===== src/rtl/upc_pkg.sv =====
// Shared types, character constants and helper functions of the URL percent codec.
`default_nettype none

package upc_pkg;

  // Item that enters the codec.
  typedef struct packed {
    logic [7:0] char_in;
    logic       last_in;
  } in_item_t;

  // Item that leaves the codec.
  typedef struct packed {
    logic [7:0] char_out;
    logic       has_byte;
    logic       last_out;
  } out_item_t;

  // Work handed from the classifier to the emitter.
  typedef enum logic [0:0] {
    CMD_BYTE   = 1'b0,
    CMD_ESCAPE = 1'b1
  } cmd_kind_t;

  typedef struct packed {
    cmd_kind_t  kind;
    logic [7:0] data;
    logic       has_byte;
    logic       last;
  } cmd_t;

  // Mode register values.
  localparam logic MODE_ENCODE = 1'b0;
  localparam logic MODE_DECODE = 1'b1;

  // Configuration address map.
  localparam int unsigned PADDR_W = 3;

  // Escape position of the last hex digit.
  localparam logic [1:0] ESC_LAST_IDX = 2'd2;

  // Characters with a special meaning.
  localparam logic [7:0] CH_PERCENT = 8'h25;
  localparam logic [7:0] CH_PLUS    = 8'h2B;
  localparam logic [7:0] CH_SPACE   = 8'h20;
  localparam logic [7:0] CH_DASH    = 8'h2D;
  localparam logic [7:0] CH_UNDER   = 8'h5F;
  localparam logic [7:0] CH_DOT     = 8'h2E;
  localparam logic [7:0] CH_TILDE   = 8'h7E;
  localparam logic [7:0] CH_ZERO    = 8'h30;
  localparam logic [7:0] CH_NINE    = 8'h39;
  localparam logic [7:0] CH_LOW_A   = 8'h61;
  localparam logic [7:0] CH_LOW_Z   = 8'h7A;
  localparam logic [7:0] CH_UP_A    = 8'h41;
  localparam logic [7:0] CH_UP_Z    = 8'h5A;
  localparam logic [7:0] HEX_TEN    = 8'd10;

  // True for bytes that pass through encoding unchanged.
  function automatic logic is_plain(input logic [7:0] c);
    logic res;
    res = ((c >= CH_ZERO) && (c <= CH_NINE)) ||
          ((c >= CH_LOW_A) && (c <= CH_LOW_Z)) ||
          ((c >= CH_UP_A) && (c <= CH_UP_Z)) ||
          (c == CH_DASH) || (c == CH_UNDER) || (c == CH_DOT) || (c == CH_TILDE);
    return res;
  endfunction

  // Value of a hex digit; other bytes wrap as lowercase minus 'a' plus ten.
  function automatic logic [7:0] digit_value(input logic [7:0] c);
    logic [7:0] lc;
    logic [7:0] res;
    lc = c;
    if ((c >= CH_UP_A) && (c <= CH_UP_Z)) begin
      lc = c + (CH_LOW_A - CH_UP_A);
    end
    if ((c >= CH_ZERO) && (c <= CH_NINE)) begin
      res = c - CH_ZERO;
    end else begin
      res = lc - CH_LOW_A + HEX_TEN;
    end
    return res;
  endfunction

  // Lowercase hex character for a nibble.
  function automatic logic [7:0] hex_char(input logic [3:0] n);
    logic [7:0] res;
    if (n < 4'd10) begin
      res = CH_ZERO + {4'd0, n};
    end else begin
      res = CH_LOW_A + {4'd0, n} - HEX_TEN;
    end
    return res;
  endfunction

endpackage

`default_nettype wire


===== src/rtl/upc_front.sv =====
// Front end: accepts input items, tracks the decode escape state and issues commands.
`default_nettype none

module upc_front
  import upc_pkg::*;
(
  input  wire logic     clk,
  input  wire logic     rst,
  input  wire logic     mode,
  input  wire in_item_t in_item,
  input  wire logic     accept,
  output cmd_t          cmd,
  output logic          cmd_push
);

  typedef enum logic [2:0] {
    PH_IDLE  = 3'b001,
    PH_PCT   = 3'b010,
    PH_DIGIT = 3'b100
  } phase_t;

  phase_t     phase;
  phase_t     phase_next;
  logic [7:0] held_digit;
  logic [7:0] held_next;
  cmd_t       tail_cmd;
  logic [7:0] hi_val;
  logic [7:0] lo_val;
  logic [7:0] decoded;

  // Ordinary decode of a byte that does not open or continue an escape.
  always_comb begin
    tail_cmd.kind     = CMD_BYTE;
    tail_cmd.data     = in_item.char_in;
    tail_cmd.has_byte = 1'b1;
    tail_cmd.last     = in_item.last_in;
    if (in_item.char_in == CH_PERCENT) begin
      // A dangling percent is dropped; only reached on the final byte.
      tail_cmd.data     = 8'd0;
      tail_cmd.has_byte = 1'b0;
      tail_cmd.last     = 1'b1;
    end else if (in_item.char_in == CH_PLUS) begin
      tail_cmd.data = CH_SPACE;
    end
  end

  // Byte formed from the held digit and the current one.
  assign hi_val  = digit_value(held_digit);
  assign lo_val  = digit_value(in_item.char_in);
  assign decoded = {hi_val[3:0], 4'd0} | lo_val;

  // Classification of the current item.
  always_comb begin
    cmd        = tail_cmd;
    cmd_push   = 1'b0;
    phase_next = phase;
    held_next  = held_digit;
    if (mode == MODE_ENCODE) begin
      phase_next   = PH_IDLE;
      cmd_push     = 1'b1;
      cmd.kind     = CMD_BYTE;
      cmd.data     = in_item.char_in;
      cmd.has_byte = 1'b1;
      cmd.last     = in_item.last_in;
      if (is_plain(in_item.char_in)) begin
        cmd.kind = CMD_BYTE;
      end else if (in_item.char_in == CH_SPACE) begin
        cmd.data = CH_PLUS;
      end else begin
        cmd.kind = CMD_ESCAPE;
      end
    end else begin
      unique case (phase)
        PH_DIGIT: begin
          phase_next   = PH_IDLE;
          cmd_push     = 1'b1;
          cmd.kind     = CMD_BYTE;
          cmd.data     = decoded;
          cmd.has_byte = 1'b1;
          cmd.last     = in_item.last_in;
        end
        PH_PCT: begin
          if (!in_item.last_in) begin
            held_next  = in_item.char_in;
            phase_next = PH_DIGIT;
          end else begin
            phase_next = PH_IDLE;
            cmd_push   = 1'b1;
          end
        end
        PH_IDLE: begin
          if ((in_item.char_in == CH_PERCENT) && !in_item.last_in) begin
            phase_next = PH_PCT;
          end else begin
            cmd_push = 1'b1;
          end
        end
        default: begin
          phase_next = PH_IDLE;
          cmd_push   = 1'b1;
        end
      endcase
    end
  end

  // Escape state moves only on an accepted item.
  always_ff @(posedge clk) begin
    if (rst) begin
      phase <= PH_IDLE;
    end else if (accept) begin
      phase <= phase_next;
    end
  end

  always_ff @(posedge clk) begin
    if (rst) begin
      held_digit <= 8'd0;
    end else if (accept) begin
      held_digit <= held_next;
    end
  end

endmodule

`default_nettype wire


===== src/rtl/upc_fifo.sv =====
// Small flip-flop queue of commands between the front end and the emitter.
`default_nettype none

module upc_fifo
  import upc_pkg::*;
#(
  parameter int unsigned DEPTH = 2
) (
  input  wire logic clk,
  input  wire logic rst,
  input  wire logic push,
  input  wire cmd_t wdata,
  output logic      full,
  input  wire logic pop,
  output logic      valid,
  output cmd_t      rdata
);

  localparam int unsigned PTR_W = $clog2(DEPTH);
  localparam int unsigned CNT_W = $clog2(DEPTH + 1);

  cmd_t             slots [DEPTH];
  logic [PTR_W-1:0] wr_ptr;
  logic [PTR_W-1:0] rd_ptr;
  logic [CNT_W-1:0] count;
  logic             do_push;
  logic             do_pop;

  assign full    = (count == CNT_W'(DEPTH));
  assign valid   = (count != '0);
  assign rdata   = slots[rd_ptr];
  assign do_push = push && !full;
  assign do_pop  = pop && valid;

  // Pointers and fill count.
  always_ff @(posedge clk) begin
    if (rst) begin
      wr_ptr <= '0;
      rd_ptr <= '0;
      count  <= '0;
    end else begin
      if (do_push) begin
        wr_ptr <= (wr_ptr == PTR_W'(DEPTH - 1)) ? '0 : wr_ptr + 1'b1;
      end
      if (do_pop) begin
        rd_ptr <= (rd_ptr == PTR_W'(DEPTH - 1)) ? '0 : rd_ptr + 1'b1;
      end
      if (do_push && !do_pop) begin
        count <= count + 1'b1;
      end else if (do_pop && !do_push) begin
        count <= count - 1'b1;
      end
    end
  end

  // Storage.
  always_ff @(posedge clk) begin
    if (do_push) begin
      slots[wr_ptr] <= wdata;
    end
  end

endmodule

`default_nettype wire


===== src/rtl/upc_back.sv =====
// Emitter: expands commands into result items and holds the output register.
`default_nettype none

module upc_back
  import upc_pkg::*;
(
  input  wire logic clk,
  input  wire logic rst,
  input  wire logic q_valid,
  input  wire cmd_t q_cmd,
  output logic      q_pop,
  output out_item_t out_item,
  output logic      empty,
  input  wire logic pop
);

  logic       out_valid;
  logic [1:0] idx;
  logic       load;
  out_item_t  next_item;

  assign empty = !out_valid;
  assign load  = q_valid && (!out_valid || pop);
  assign q_pop = load && ((q_cmd.kind == CMD_BYTE) || (idx == ESC_LAST_IDX));

  // Result for the current command and escape position.
  always_comb begin
    next_item.char_out = q_cmd.data;
    next_item.has_byte = q_cmd.has_byte;
    next_item.last_out = q_cmd.last;
    if (q_cmd.kind == CMD_ESCAPE) begin
      next_item.has_byte = 1'b1;
      case (idx)
        2'd0: begin
          next_item.char_out = CH_PERCENT;
          next_item.last_out = 1'b0;
        end
        2'd1: begin
          next_item.char_out = hex_char(q_cmd.data[7:4]);
          next_item.last_out = 1'b0;
        end
        default: begin
          next_item.char_out = hex_char(q_cmd.data[3:0]);
        end
      endcase
    end
  end

  // Output register and escape position.
  always_ff @(posedge clk) begin
    if (rst) begin
      out_valid <= 1'b0;
      idx       <= 2'd0;
    end else begin
      if (load) begin
        out_valid <= 1'b1;
      end else if (pop) begin
        out_valid <= 1'b0;
      end
      if (q_pop) begin
        idx <= 2'd0;
      end else if (load) begin
        idx <= idx + 2'd1;
      end
    end
  end

  always_ff @(posedge clk) begin
    if (load) begin
      out_item <= next_item;
    end
  end

`ifndef SYNTHESIS
  // An escape in progress keeps its command at the head of the queue.
  a_idx_holds_head: assert property (@(posedge clk) disable iff (rst)
    (idx != 2'd0) |-> q_valid)
    else $error("escape position set without a queued command");

  // An escape always opens with a percent sign that does not end the string.
  a_escape_opens: assert property (@(posedge clk) disable iff (rst)
    (load && (q_cmd.kind == CMD_ESCAPE) && (idx == 2'd0)) |=>
      ((out_item.char_out == CH_PERCENT) && !out_item.last_out))
    else $error("escape did not start with a percent sign");

  // An end marker only ever closes a string.
  a_marker_is_last: assert property (@(posedge clk) disable iff (rst)
    (out_valid && !out_item.has_byte) |-> out_item.last_out)
    else $error("end marker without last flag");
`endif

endmodule

`default_nettype wire


===== src/rtl/url_percent_codec.sv =====
// Top level of the URL percent codec: configuration port and the three stages.
`default_nettype none

// Converts a byte string in the form-urlencoded style, one input item per cycle
// while full is low. The mode register (address 0, bit 0) selects encoding (0)
// or decoding (1) and should be written only while no string is in flight.
// Decoding and plain bytes of encoding produce at most one result per cycle, so
// while results are popped input and output run at one item per cycle. An
// escaped byte in encoding gives three results which the emitter sends in turn;
// the command queue of QUEUE_DEPTH entries absorbs the input meanwhile, and push
// stalls (full high) once it fills. A percent sign and the first hex digit of an
// escape in decoding are taken in without a result. An accepted item's first
// result is registered in the command queue and then in the output register.
module url_percent_codec
  import upc_pkg::*;
#(
  parameter int unsigned QUEUE_DEPTH = 2
) (
  input  wire logic               clk,
  input  wire logic               rst,
  input  wire logic               psel,
  input  wire logic               penable,
  input  wire logic               pwrite,
  input  wire logic [PADDR_W-1:0] paddr,
  input  wire logic [31:0]        pwdata,
  output logic [31:0]             prdata,
  output logic                    pready,
  input  wire logic               push,
  input  wire in_item_t           in_item,
  output logic                    full,
  output logic                    empty,
  input  wire logic               pop,
  output out_item_t               out_item
);

  logic mode;
  logic reg_sel;
  logic accept;
  cmd_t front_cmd;
  logic front_push;
  logic q_valid;
  cmd_t q_cmd;
  logic q_pop;

  // Configuration register.
  assign pready  = 1'b1;
  assign reg_sel = (paddr[PADDR_W-1] == 1'b0);
  assign prdata  = reg_sel ? {31'd0, mode} : 32'd0;

  always_ff @(posedge clk) begin
    if (rst) begin
      mode <= MODE_ENCODE;
    end else if (psel && penable && pwrite && pready && reg_sel) begin
      mode <= pwdata[0];
    end
  end

  assign accept = push && !full;

  upc_front u_front (
    .clk      (clk),
    .rst      (rst),
    .mode     (mode),
    .in_item  (in_item),
    .accept   (accept),
    .cmd      (front_cmd),
    .cmd_push (front_push)
  );

  upc_fifo #(
    .DEPTH (QUEUE_DEPTH)
  ) u_fifo (
    .clk   (clk),
    .rst   (rst),
    .push  (accept && front_push),
    .wdata (front_cmd),
    .full  (full),
    .pop   (q_pop),
    .valid (q_valid),
    .rdata (q_cmd)
  );

  upc_back u_back (
    .clk      (clk),
    .rst      (rst),
    .q_valid  (q_valid),
    .q_cmd    (q_cmd),
    .q_pop    (q_pop),
    .out_item (out_item),
    .empty    (empty),
    .pop      (pop)
  );

endmodule

`default_nettype wire

===== config.mk =====
export PLATFORM = sky130hd
export DESIGN_NAME = url_percent_codec
export DESIGN_NICKNAME = d
export VERILOG_FILES = /design/src/rtl/upc_pkg.sv /design/src/rtl/upc_front.sv /design/src/rtl/upc_fifo.sv /design/src/rtl/upc_back.sv /design/src/rtl/url_percent_codec.sv
export SDC_FILE = /design/constraint.sdc
export NUM_CORES = 1
export LEC_CHECK = 0
export CAP_MARGIN = 30
export CORE_ASPECT_RATIO = 1.4
export CORE_MARGIN = 3
export CORE_UTILIZATION = 40
export DETAILED_ROUTE_END_ITERATION = 10
export DONT_BUFFER_PORTS = 1
export SLEW_MARGIN = 20
export SYNTH_ARGS = -nofsm -noshare
export SYNTH_HDL_FRONTEND = slang
export SYNTH_SLANG_ARGS = --single-unit

===== constraint.sdc =====
create_clock -name clk -period 6.1 [get_ports clk]
set_clock_uncertainty 0.15 [all_clocks]
set_input_delay 0.305 -clock clk [delete_from_list [all_inputs] [get_ports clk]]
set_output_delay 0.305 -clock clk [all_outputs]
set_load 0.01 [all_outputs]

# Word-level counts from Yosys, hierarchy flattened
# Memories as Yosys holds them, arrays and structs flattened. A register that Yosys moved wholly into a read port is not among the register bits.
# Index checks and enable logic that the tools add are counted.
# op_classes
addsub,19
order_cmp,12
eq_ne,14
mux,37
bitwise_logic,4
n_reduce_logical,38
# ops
cell,count
8-bit two-way mux,8
8-bit by 6-bit equality test with 1-bit output (second input constant),5
8-bit by 7-bit >= comparator with 1-bit output (second input constant),3
8-bit by 7-bit <= comparator with 1-bit output (second input constant),3
10-bit two-way mux,2
1-bit logical AND,17
7-bit by 4-bit adder with 8-bit output (first input constant),2
8-bit by 7-bit equality test with 1-bit output (second input constant),2
8-bit by 6-bit >= comparator with 1-bit output (second input constant),2
8-bit by 6-bit <= comparator with 1-bit output (second input constant),2
8-bit case mux with 2 select lines,1
8-bit by 4-bit subtractor with 8-bit output (second input constant),2
1-bit two-way mux,15
6-bit by 4-bit adder with 7-bit output (first input constant),2
11-bit two-way mux,1
3-bit two-way mux,3
8-bit by 4-bit adder with 8-bit output (second input constant),1
8-bit by 6-bit adder with 8-bit output (second input constant),1
1-bit logical OR,8
4-bit less-than comparator (second input constant),2
4-bit two-way mux,2
8-bit bitwise OR,1
4-bit by 1-bit subtractor with 4-bit output (second input constant),2
8-bit by 6-bit subtractor with 8-bit output (second input constant),1
22 further kinds,36
# totals
register_bits,29
mem_bits_rw,22
input_bits,51
out_inout_bits,45
wordCells,136
n_memories,1
# mem_list
memory,depth,width,read_ports,rd_clocked_by_memory_dff,write_ports,line_no,text
u_fifo.slots,2,11,1,1,1,upc_fifo.sv:22,cmd_t slots [DEPTH];

# Longest topological paths before layout
# Gate-level depths: netlist of run 1.
# depth
depth_word,11
mapped_depth,11
mapped_depth_nobuf,10

# By module
# From an unflattened synthesis of run 1, not the netlist that was laid out.
# hier_totals
hier_cells,382
hier_area_um2,3593.4
# modules_own_cells
mod,instances,cells_per_inst,area_per_inst_um2,seq_area_each_um2
upc_front,1,200,1491.4,220.2
upc_fifo,1,59,1009.7,760.7
upc_back,1,81,759.5,360.3
url_percent_codec,1,42,332.8,20.0

# Least setup slack after synthesis of run 1
# Ideal clock, no wire load.
# synth_path
path_kind,input to register
start,input port in_item[5] in the netlist's numbering
end,register u_fifo.count[1]
setup_ns,0.070
arrival_time_ns,2.259
required_time_ns,5.880
setup_slack_ns,3.621
path_stages,9
n_path_buf,0
path_cell_list,inv_1 -> ha_1 -> or3b_4 -> nor4_1 -> o21a_1 -> nor2_1 -> ha_1 -> or3_1 -> a21oi_1
# synth_between
elab_chain_cells,10
word_cells_on_any_way,12
cone_classes,eq/ne: 1; mux: 4; reduce/logical: 7
# synth_rtl
element,line_no,text
start: declaration,url_percent_codec.sv:29,"input wire in_item_t in_item,"
8-bit by 6-bit equality test with 1-bit output (*),upc_front.sv:92,if ((in_item.char_in == CH_PERCENT) && !in_item.last_in) begin
1-bit logical AND (*),upc_front.sv:92,
1-bit two-way mux (*),upc_front.sv:92,
1-bit case mux with 2 select lines (*),upc_front.sv:73,unique case (phase)
1-bit two-way mux (*),upc_front.sv:58,if (mode == MODE_ENCODE) begin
1-bit logical AND (*),url_percent_codec.sv:75,".push (accept && front_push),"
1-bit logical AND (*),upc_fifo.sv:32,assign do_push = push && !full;
via u_fifo.do_push,upc_fifo.sv:26,logic do_push;
1-bit zero test,upc_fifo.sv:50,end else if (do_pop && !do_push) begin
1-bit logical AND,upc_fifo.sv:50,
2-bit nonzero test (no line),--,
end signal: assignment,upc_fifo.sv:49,count <= count + 1'b1;
end signal: assignment,upc_fifo.sv:51,count <= count - 1'b1;
end: declaration,upc_fifo.sv:25,logic [CNT_W-1:0] count;
# Mark *: on every way through the listed nets, which the timed path passes. The rest lies on a longest branch.
# A chain may end at the register's enable or synchronous reset.

==> metrics, run 1 <==
area grow syn2layout 4.39%; syn avg cell area around 10 um2; DR iter-0 viols 105; critical path launch point type flop; cts bufs inserted 5; Max Cap Viol 0; synthesized cell area 3480 um2; area leader, netlist edfxtp_1; depth of the CTS H-tree 2; top cells by area, synth edfxtp_1 28%, dfxtp_1 12%, ha_1 7.9%, buf_4 7.8%, mux2i_1 6.9%; Post-Syn Instances 358; clk slew on worst S/H paths 0.07 ns; share of cells above drive strength 1 6.44%; Slew Limit Fails 0; minimum clock period 2.53 ns; number of port buffers 0; Comb power frac 27.1%; antenna violations before repair 0; antenna diode count 0; post-synthesis register bit count 52; antenna viol nets, final 0; power share of the clock group 29.4%; min-delay src in_item[2]; vias 2474; setup violators final 0; CP Max Fanout 16; EDFF count, synth 32; largest net degree at the start of global routing 19; Syn. warnings 0; vias in the first global route 2466; post-synth cell types 64; CTS root buffer clkbuf_16; hold endpoint u_front.held_digit[1]; Internal Pwr Total 0.836 mW; Synth top area share around 28%; Core Area 8300 um2; DRC errors left 0; Pwr Density 334 nW/um2; Ports 96; Crit Path Class reg2reg; DIE WIDTH 84.8 um; Worst Path Required 6.16 ns; Worst path max stage delay 0.72 ns; Seq pwr share 43.5%; hold path depth 2; Synth Area in Compound Gates between 10% and 20%; status completed; TNS Setup 0 ns; CTS Buffer Depth 2; Sw Ratio 31.1%; Setup crit end kind flop; Row Count 39; largest family of logic cells by synthesized area compound AO/OA/AOI/OAI gates; die footprint between 9000 and 10000 um2; Hold Violations, Final 0; Worst-Skew Late Latency 0.28 ns; routed len/inst 15.4 um; Synth Area in XOR/XNOR 3.16%; Nets 429; drt via density about 5.4; post-synthesis adder-cell area fraction 7.91%; Rel. slew slack 56.0%; First-pass DRT Iterations 5; final cell count without fillers 459; gr usage total 15.0%; register area share after synthesis 39.1%; Top FF cell, synth edfxtp_1; post-DP HPWL 5360 um; die height 116 um; period utilisation layout 41.4%; Psw 0.377 mW; FFs w/ async S/R, synth 0%; CTS tree done; GRT overflow 0; first-pass GRT wire length 12000 um; worst vdd ir roughly 0.18 mV; mux share of post-synthesis cell area 6.90%; commonest cells after routing, fill and taps aside 36 x nor2_1, 32 x conb_1, 32 x edfxtp_1, 26 x nand2_1, 24 x mux2i_1; post-synthesis simple-gate area fraction 15.7%; slowest CP cell dfxtp_1; Lkg Pwr about 1.4 nW; reg2reg path depth 6; reg2reg end u_fifo.count[1]; commonest non-fill, non-tap cell in the layout nor2_1; f_max slightly below 400 MHz; initial core utilization 42.0%; path category of the worst min-delay check in2reg; worst slew pin tran 0.654 ns; Worst EP arrival 2.59 ns; placed insts 450; flop-to-flop setup slack 3.57 ns; routability cong. 0.864; RSZ-0062 raised after global routing false; crit-path cells mux2i_1, buf_4, o21ai_0, ha_1, or3_1, a21oi_1; drt total wl 7060 um; CTS Sinks 52
-- critical path: cells and delay by family, from the launching register on --
kind,cells,cell delay [ns]
muxes,1,0.15
DFF,1,0.72
adders and majority gates,1,0.34
AOI/OAI and AO/OA,2,0.51
and+or+nand+nor,1,0.37
buffers and inverters,1,0.21
-- flip-flops by register name, summed over array words and instances, names as in the netlist, 2 cells and up, named ones only --
register	count
u_front.phase	3
u_back.out_item	10
u_fifo.count	2
u_back.idx	2
u_front.held_digit	8
u_fifo.slots	22
-- power groups by stage --
stage,Clock (mW),Combinational [mW],Sequential [mW]
global placement,0,0.321,0.534
floorplan,0,0.301,0.514
global route,0.379,0.376,0.536
finish,0.356,0.329,0.527
CTS,0.364,0.331,0.530
detailed placement,0,0.327,0.538
-- repair_timing --
item	CTS	global route
hold buffers	1	0
gates resized for setup	0	0
hold endpoints to repair	18	0
setup buffers	0	0
-- cell families after synthesis --
group | Yosys count
AND/OR/NAND/NOR | 108
flip-flops | 52
AO/OA/AOI/OAI | 80
XOR/XNOR | 11
adder cells (fa/ha/maj) | 22
buffers and inverters | 59
other | 2
multiplexers | 24
-- through the flow --
stage                     area, um2  power, mW  hold WS [ns]  setup slack [ns]  util (%)
after global routing           3630       1.29        0.0369              3.36      43.8
after CTS                      3630       1.23        0.0172              3.52      43.8
after detailed placement       3430      0.865         0.229              3.35      41.4
after global placement         3430      0.855         0.226              3.37      41.4
final                          3630       1.21        0.0184              3.57      43.8
after floorplan                3590      0.815         0.294              3.62         -
-- cell usage after synthesis, types with 7 or more instances --
cell,count
a21oi_1,18
buf_4,36
dfxtp_1,20
edfxtp_1,32
ha_1,22
inv_1,17
mux2i_1,24
nand2_1,26
nand2b_1,8
nor2_1,36
nor3_1,7
o21ai_0,14
-- how the worst max path moves through the flow --
stage / startpoint / endpoint / slack, ns / cells after the start
floorplan: in_item[5] / u_fifo.count[1] / 3.62 / 9
global placement: in_item[5] / u_fifo.count[1] / 3.37 / 9
detailed placement: in_item[5] / u_fifo.count[1] / 3.35 / 9
CTS: flop / u_fifo.count[1] / 3.52 / 6
global route: flop / u_fifo.count[1] / 3.36 / 6
finish: flop / u_fifo.count[1] / 3.57 / 6
-- per-layer routing --
layer | up-vias | GRT usage [%] | routed length (um)
met5 | - | 0 | 0
met4 | 0 | 6.76 | 157
met3 | 11 | 2.26 | 344
met2 | 74 | 27.9 | 3760
met1 | 1172 | 16.7 | 2800
li1 | 1217 | - | -
-- cell type report --
class,instances,area [um2]
repair buffers,3,25.0
inverters,17,63.8
clock inverters,2,60.1
clock buffers,6,129
flip-flops and latches,52,1360
well taps,102,128
multi-input cells,277,1870
fillers,830,4660
Note: power is estimated with default switching activity, not from simulation.
==> run 2: changes to the inputs <==
==> constraint.sdc (replaced) <==
create_clock -name clk -period 2.6 [get_ports clk]
set_clock_uncertainty 0.15 [all_clocks]
set_input_delay 0.13 -clock clk [delete_from_list [all_inputs] [get_ports clk]]
set_output_delay 0.13 -clock clk [all_outputs]
set_load 0.01 [all_outputs]
==> run 2 against run 1 <==
Effect of this change: maximum frequency up 3.9%; register-to-register slack worse by 3.4 ns; worst setup slack worse by 3.4 ns; clock power up 110%; global-route usage up 0.39 points; largest cell class unchanged.
==> metrics, run 2 (synthesis results as in run 1) <==
area grow syn2layout 9.63% (was 4.39%); Post-CTS Setup Bufs 0 (unchanged); routed len/inst 15.4 um (about the same); f_max 411 MHz (was 396 MHz); depth of the CTS H-tree 2 (unchanged); DRC errors left 0 (unchanged); first-pass GRT wire length 12300 um (was 12000 um); vias 2607 (was 2474); period utilisation layout 93.5% (was 41.4%); antenna diode count 0 (unchanged); setup violators final 0 (unchanged); vias in the first global route 2523 (was 2466); Crit Path Class reg2reg (unchanged); Worst Setup EP u_fifo.slots[0][9] (was u_fifo.count[1]); initial core utilization 42.0% (unchanged); status completed (unchanged); Rel. slew slack 54.7% (was 56.0%); routability cong. 0.908 (was 0.864); First-pass DRT Iterations 4 (was 5); commonest cells after routing, fill and taps aside 36 x nor2_1, 32 x conb_1, 32 x edfxtp_1, 26 x nand2_1, 24 x mux2i_1 (unchanged); gr usage total 15.3% (was 15.0%); CTS Sinks 52 (unchanged); CTS root buffer clkbuf_16 (unchanged); Top Registers u_fifo.slots: 22 flops, u_back.out_item: 10 flops, u_front.held_digit: 8 flops (unchanged); cts bufs inserted 5 (unchanged); path category of the worst min-delay check in2reg (unchanged); antenna viol nets, final 0 (unchanged); Hold Violations, Final 0 (unchanged); Nets 453 (was 429); die height 116 um (unchanged); CTS tree done (unchanged); Final Cell Area 3820 um2 (was 3630 um2); TNS Setup 0 ns (unchanged); clk slew on worst S/H paths 0.07 ns (about the same); Psw 0.897 mW (was 0.377 mW); DR iter-0 viols 96 (was 105); flop-to-flop setup slack 0.17 ns (was 3.57 ns); die footprint 9870 um2 (unchanged); Top reg by flops u_fifo.slots (unchanged); reg2reg end u_fifo.slots[0][9] (was u_fifo.count[1]); Post-CTS Resized 0 (unchanged); power share of the clock group 25.9% (was 29.4%); drt via density 5.40 (was 5.39); reg2reg path depth 8 (was 6); Post-DP Area 3530 um2 (was 3430 um2); Worst-Skew Late Latency 0.28 ns (about the same); DIE WIDTH 84.8 um (unchanged); drt total wl 7460 um (was 7060 um); Row Count 39 (unchanged); max reg flops 22 (unchanged); RSZ-0062 raised after global routing false (unchanged); largest net degree at the start of global routing 20 (was 19); Pwr Density 739 nW/um2 (was 334 nW/um2); CP Max Fanout 5 (was 16); Seq pwr share 43.6% (was 43.5%); minimum clock period 2.43 ns (was 2.53 ns); Max Cap Viol 0 (unchanged); Core Area 8300 um2 (unchanged); post-DP HPWL 5530 um (was 5360 um); worst hold slack 0.0110 ns (was 0.0184 ns); Comb power frac 30.5% (was 27.1%); CTS Buffer Depth 2 (unchanged); beginning of the critical path u_front.held_digit[0]; Sw Ratio 31.8% (was 31.1%); Lkg Pwr 1.49 nW (was 1.40 nW); Setup crit end kind flop (unchanged); Worst Path Required 2.47 ns (was 6.16 ns); number of port buffers 0 (unchanged); GRT overflow 0 (unchanged); antenna violations before repair 0 (unchanged); final core utilization 46.0% (was 43.8%); FF-to-FF Start u_front.held_digit[0]; critical path launch point type flop (unchanged); Internal Pwr Total 1.92 mW (was 0.836 mW); Setup WS pre-CTS 0.190 ns (was 3.35 ns); worst slew pin tran 0.677 ns (was 0.654 ns); Final WS setup 0.168 ns (was 3.57 ns); Ports 96 (unchanged); share of cells above drive strength 1 9.45% (was 6.44%); Worst EP arrival 2.30 ns (was 2.59 ns); worst vdd ir 0.439 mV (was 0.176 mV); commonest non-fill, non-tap cell in the layout nor2_1 (unchanged); Slew Limit Fails 0 (unchanged)
==> run 2: stage by stage <==
stage               std cells  power, mW
floorplan                 388       1.91
global placement          463       2.07
detailed placement        463       2.09
CTS                       483       2.84
global route              483       2.99
finish                    483       2.82
==> run 2: power groups by stage <==
| stage | sequential (mW) | clock [mW] | combinational, mW |
|---|---|---|---|
| floorplan | 1.21 | 0 | 0.707 |
| global placement | 1.24 | 0 | 0.820 |
| detailed placement | 1.25 | 0 | 0.835 |
| CTS | 1.23 | 0.743 | 0.861 |
| global route | 1.25 | 0.778 | 0.957 |
| finish | 1.23 | 0.731 | 0.859 |
==> run 2: worst max-delay path, cell delays in order (launching register included) <==
cell and delay [ns]:
dfxtp_1 0.36, inv_1 0.13, ha_1 0.16, o21bai_1 0.07, a2111o_1 0.51, a2111oi_2 0.38
o22ai_1 0.14, o21ai_1 0.15, a2bb2oi_1 0.11
==> run 2: cell type report <==
cell class / count / area [um2]
flip-flops and latches: 52 / 1360
clock buffers: 6 / 129
well taps: 102 / 128
repair buffers: 27 / 233
clock inverters: 2 / 35.0
multi-input cells: 277 / 1870
fillers: 796 / 4480
inverters: 17 / 63.8
==> run 2: how the worst min path moves through the flow <==
stage / start / end / cells after the start / slack (ns)
finish: in_item[3] / u_fifo.slots[0][4] / 2 / 0.01
global route: in_item[3] / u_fifo.slots[0][4] / 2 / 0.06
CTS: in_item[3] / u_fifo.slots[0][4] / 2 / 0.003
detailed placement: rst / u_fifo.count[1] / 1 / 0.05
global placement: rst / u_back.out_valid / 1 / 0.05
floorplan: pwdata[0] / mode / 2 / 0.12
==> run 2: per-layer routing <==
metal / wire length, um / track usage [%] / up-vias
li1: - / - / 1265
met4: 150 / 5.39 / 0
met5: 0 / 0 / -
met3: 308 / 2.47 / 11
met1: 2950 / 17.1 / 1247
met2: 4050 / 29.3 / 84
==> run 2: timing repair <==
item                                    CTS  global route
hold buffers                             12             0
endpoints found under the setup margin    0             0
hold endpoints to repair                 28             0
==> run 3: changes to the inputs <==
==> constraint.sdc (replaced) <==
create_clock -name clk -period 2.47 [get_ports clk]
set_clock_uncertainty 0.15 [all_clocks]
set_input_delay 0.1235 -clock clk [delete_from_list [all_inputs] [get_ports clk]]
set_output_delay 0.1235 -clock clk [all_outputs]
set_load 0.01 [all_outputs]
==> run 3 against run 2 <==
Effect of this change: worst hold slack improved by 0.013 ns; critical path depth increased by 1; via count decreased by 0.84%; wire length increased by 1.4%; cell area increased by 1.4%; register-to-register slack got worse by 0.09 ns; die area unchanged; sequential share of layout area decreased by 0.48 points; final cell count increased by 0.62%.
==> metrics, run 3 (synthesis results as in run 1) <==
status completed (unchanged); path category of the worst min-delay check in2reg (unchanged); crit-path cells inv_2, ha_1, o21bai_1, a2111o_1, buf_4, buf_4, mux2i_2, a21oi_1, o31a_1 (was inv_1, ha_1, o21bai_1, a2111o_1, a2111oi_2, o22ai_1, o21ai_1, a2bb2oi_1); DIE WIDTH 84.8 um (unchanged); Setup crit end kind flop (unchanged); antenna viol nets, final 0 (unchanged); Seq pwr share 42.0% (was 43.6%); CTS Buffer Depth 2 (unchanged); post-DP HPWL 5580 um (was 5530 um); worst slew pin tran 0.687 ns (was 0.677 ns); DR iter-0 viols 163 (was 96); Pwr Density 776 nW/um2 (was 739 nW/um2); number of port buffers 0 (unchanged); Filler Cell Count 811 (was 796); Crit Path Class reg2reg (unchanged); CTS tree done (unchanged); CP Max Fanout 5 (unchanged); routability cong. 0.891 (was 0.908); Slew Limit Fails 0 (unchanged); antenna diode count 0 (unchanged); routed len/inst 15.6 um (was 15.4 um); Sw Ratio 32.6% (was 31.8%); CTS root buffer clkbuf_16 (unchanged); Lkg Pwr 1.51 nW (was 1.49 nW); vias 2585 (was 2607); drt total wl 7570 um (was 7460 um); power share of the clock group 26.6% (was 25.9%); Row Count 39 (unchanged); f_max 418 MHz (was 411 MHz); DRC errors left 0 (unchanged); Worst path max stage delay 0.45 ns (was 0.51 ns); Core Area 8300 um2 (unchanged); Internal Pwr Total 2.02 mW (was 1.92 mW); Top Registers u_fifo.slots: 22 flops, u_back.out_item: 10 flops, u_front.held_digit: 8 flops (unchanged); Worst Path Required 2.35 ns (was 2.47 ns); Ports 96 (unchanged); GRT overflow 0 (unchanged); flop-to-flop setup slack 0.07 ns (was 0.17 ns); Worst EP arrival 2.28 ns (was 2.30 ns); Top reg by flops u_fifo.slots (unchanged); commonest non-fill, non-tap cell in the layout nor2_1 (unchanged); max reg flops 22 (unchanged); Final Cell Area 3870 um2 (was 3820 um2); worst vdd ir 0.434 mV (was 0.439 mV); vias in the first global route 2484 (was 2523); Psw 0.978 mW (was 0.897 mW); depth of the CTS H-tree 2 (unchanged); largest net degree at the start of global routing 20 (unchanged); CTS Sinks 52 (unchanged); worst hold slack 0.0244 ns (was 0.0110 ns); initial core utilization 42.0% (unchanged); FF/Latch Area 1360 um2 (unchanged); gr usage total 15.4% (was 15.3%); Post-DP Area 3530 um2 (unchanged); minimum clock period 2.40 ns (was 2.43 ns); drt via density 5.32 (was 5.40); Most common cell on crit path buf_4; antenna violations before repair 0 (unchanged); Worst-Skew Late Latency 0.29 ns (was 0.28 ns); Comb power frac 31.4% (was 30.5%); RSZ-0062 raised after global routing false (unchanged); die footprint 9870 um2 (unchanged); First-pass DRT Iterations 4 (unchanged); period utilisation layout 97.0% (was 93.5%); commonest cells after routing, fill and taps aside 36 x nor2_1, 32 x conb_1, 32 x edfxtp_1, 26 x nand2_1, 23 x mux2i_1 (was 36 x nor2_1, 32 x conb_1, 32 x edfxtp_1, 26 x nand2_1, 24 x mux2i_1); TNS Setup 0 ns (unchanged); clk slew on worst S/H paths 0.07 ns (about the same); die height 116 um (unchanged); setup violators final 0 (unchanged); first-pass GRT wire length 12200 um (was 12300 um); Nets 456 (was 453); slowest CP cell a2111o_1 (unchanged); critical path launch point type flop (unchanged); area grow syn2layout 11.1% (was 9.63%); footprint of the multi-input gates 1890 um2 (was 1870 um2); Rel. slew slack 53.9% (was 54.7%); cts bufs inserted 5 (unchanged); Hold Violations, Final 0 (unchanged); Max Cap Viol 0 (unchanged); share of cells above drive strength 1 11.5% (was 9.45%)
==> run 3: worst max-delay path, delay by kind of cell (launching register included) <==
kind	cells	cell delay, ns
adder cells (fa/ha/maj)	1	0.15
flip-flops	1	0.36
AO/OA/AOI/OAI	4	0.89
buffers and inverters	3	0.41
multiplexers	1	0.18
==> run 3: timing repair <==
item                                    CTS  global route
hold buffers                             12             0
gates resized for setup                   0             5
endpoints found under the setup margin    0             4
setup buffers                             0             3
hold endpoints to repair                 30             0
==> run 3: final timing paths <==
path | depth (start not counted) | from | end
worst min register to register | 2 | u_front.held_digit[6] | u_front.held_digit[6]
worst min-delay path | 2 | in_item[1] | u_fifo.slots[1][2]
worst max register to register | 9 | u_front.held_digit[0] | u_fifo.slots[1][7]
worst max-delay path | 9 | u_front.held_digit[0] | u_fifo.slots[1][7]
==> run 3: power groups by stage <==
stage,logic (mW),clock network [mW],registers [mW]
3_5_place_dp,0.905,0,1.28
4_1_cts,0.941,0.808,1.26
3_3_place_gp,0.883,0,1.28
2_1_floorplan,0.745,0,1.27
6_report,0.943,0.798,1.26
5_1_grt,1.05,0.857,1.28
==> run 3: through the flow <==
stage	std cells	utilization [%]	setup WS (ns)	power, mW
global placement	463	42.6	0.118	2.16
finish	486	46.6	0.0749	3.00
global route	486	46.6	0.0135	3.18
detailed placement	463	42.6	0.0112	2.19
CTS	483	46.1	0.0618	3.01
floorplan	388	-	0.172	2.01
==> run 3: routing by layer <==
| layer | wire length (um) | GRT usage (%) | up-vias |
|---|---|---|---|
| li1 | - | - | 1268 |
| met1 | 2960 | 17.3 | 1218 |
| met2 | 4060 | 28.1 | 87 |
| met3 | 377 | 3.25 | 12 |
| met4 | 173 | 6.34 | 0 |
| met5 | 0 | 0 | - |
==> run 3: layout make-up <==
cell class                 instances  share of cell area (%)
tap                              102                    3.30
clock buffer                       5                    3.23
sequential                        52                    35.2
inverter                          17                    1.65
multi-input combinational        277                    48.8
clock inverter                     3                    1.20
timing repair buffer              30                    6.60
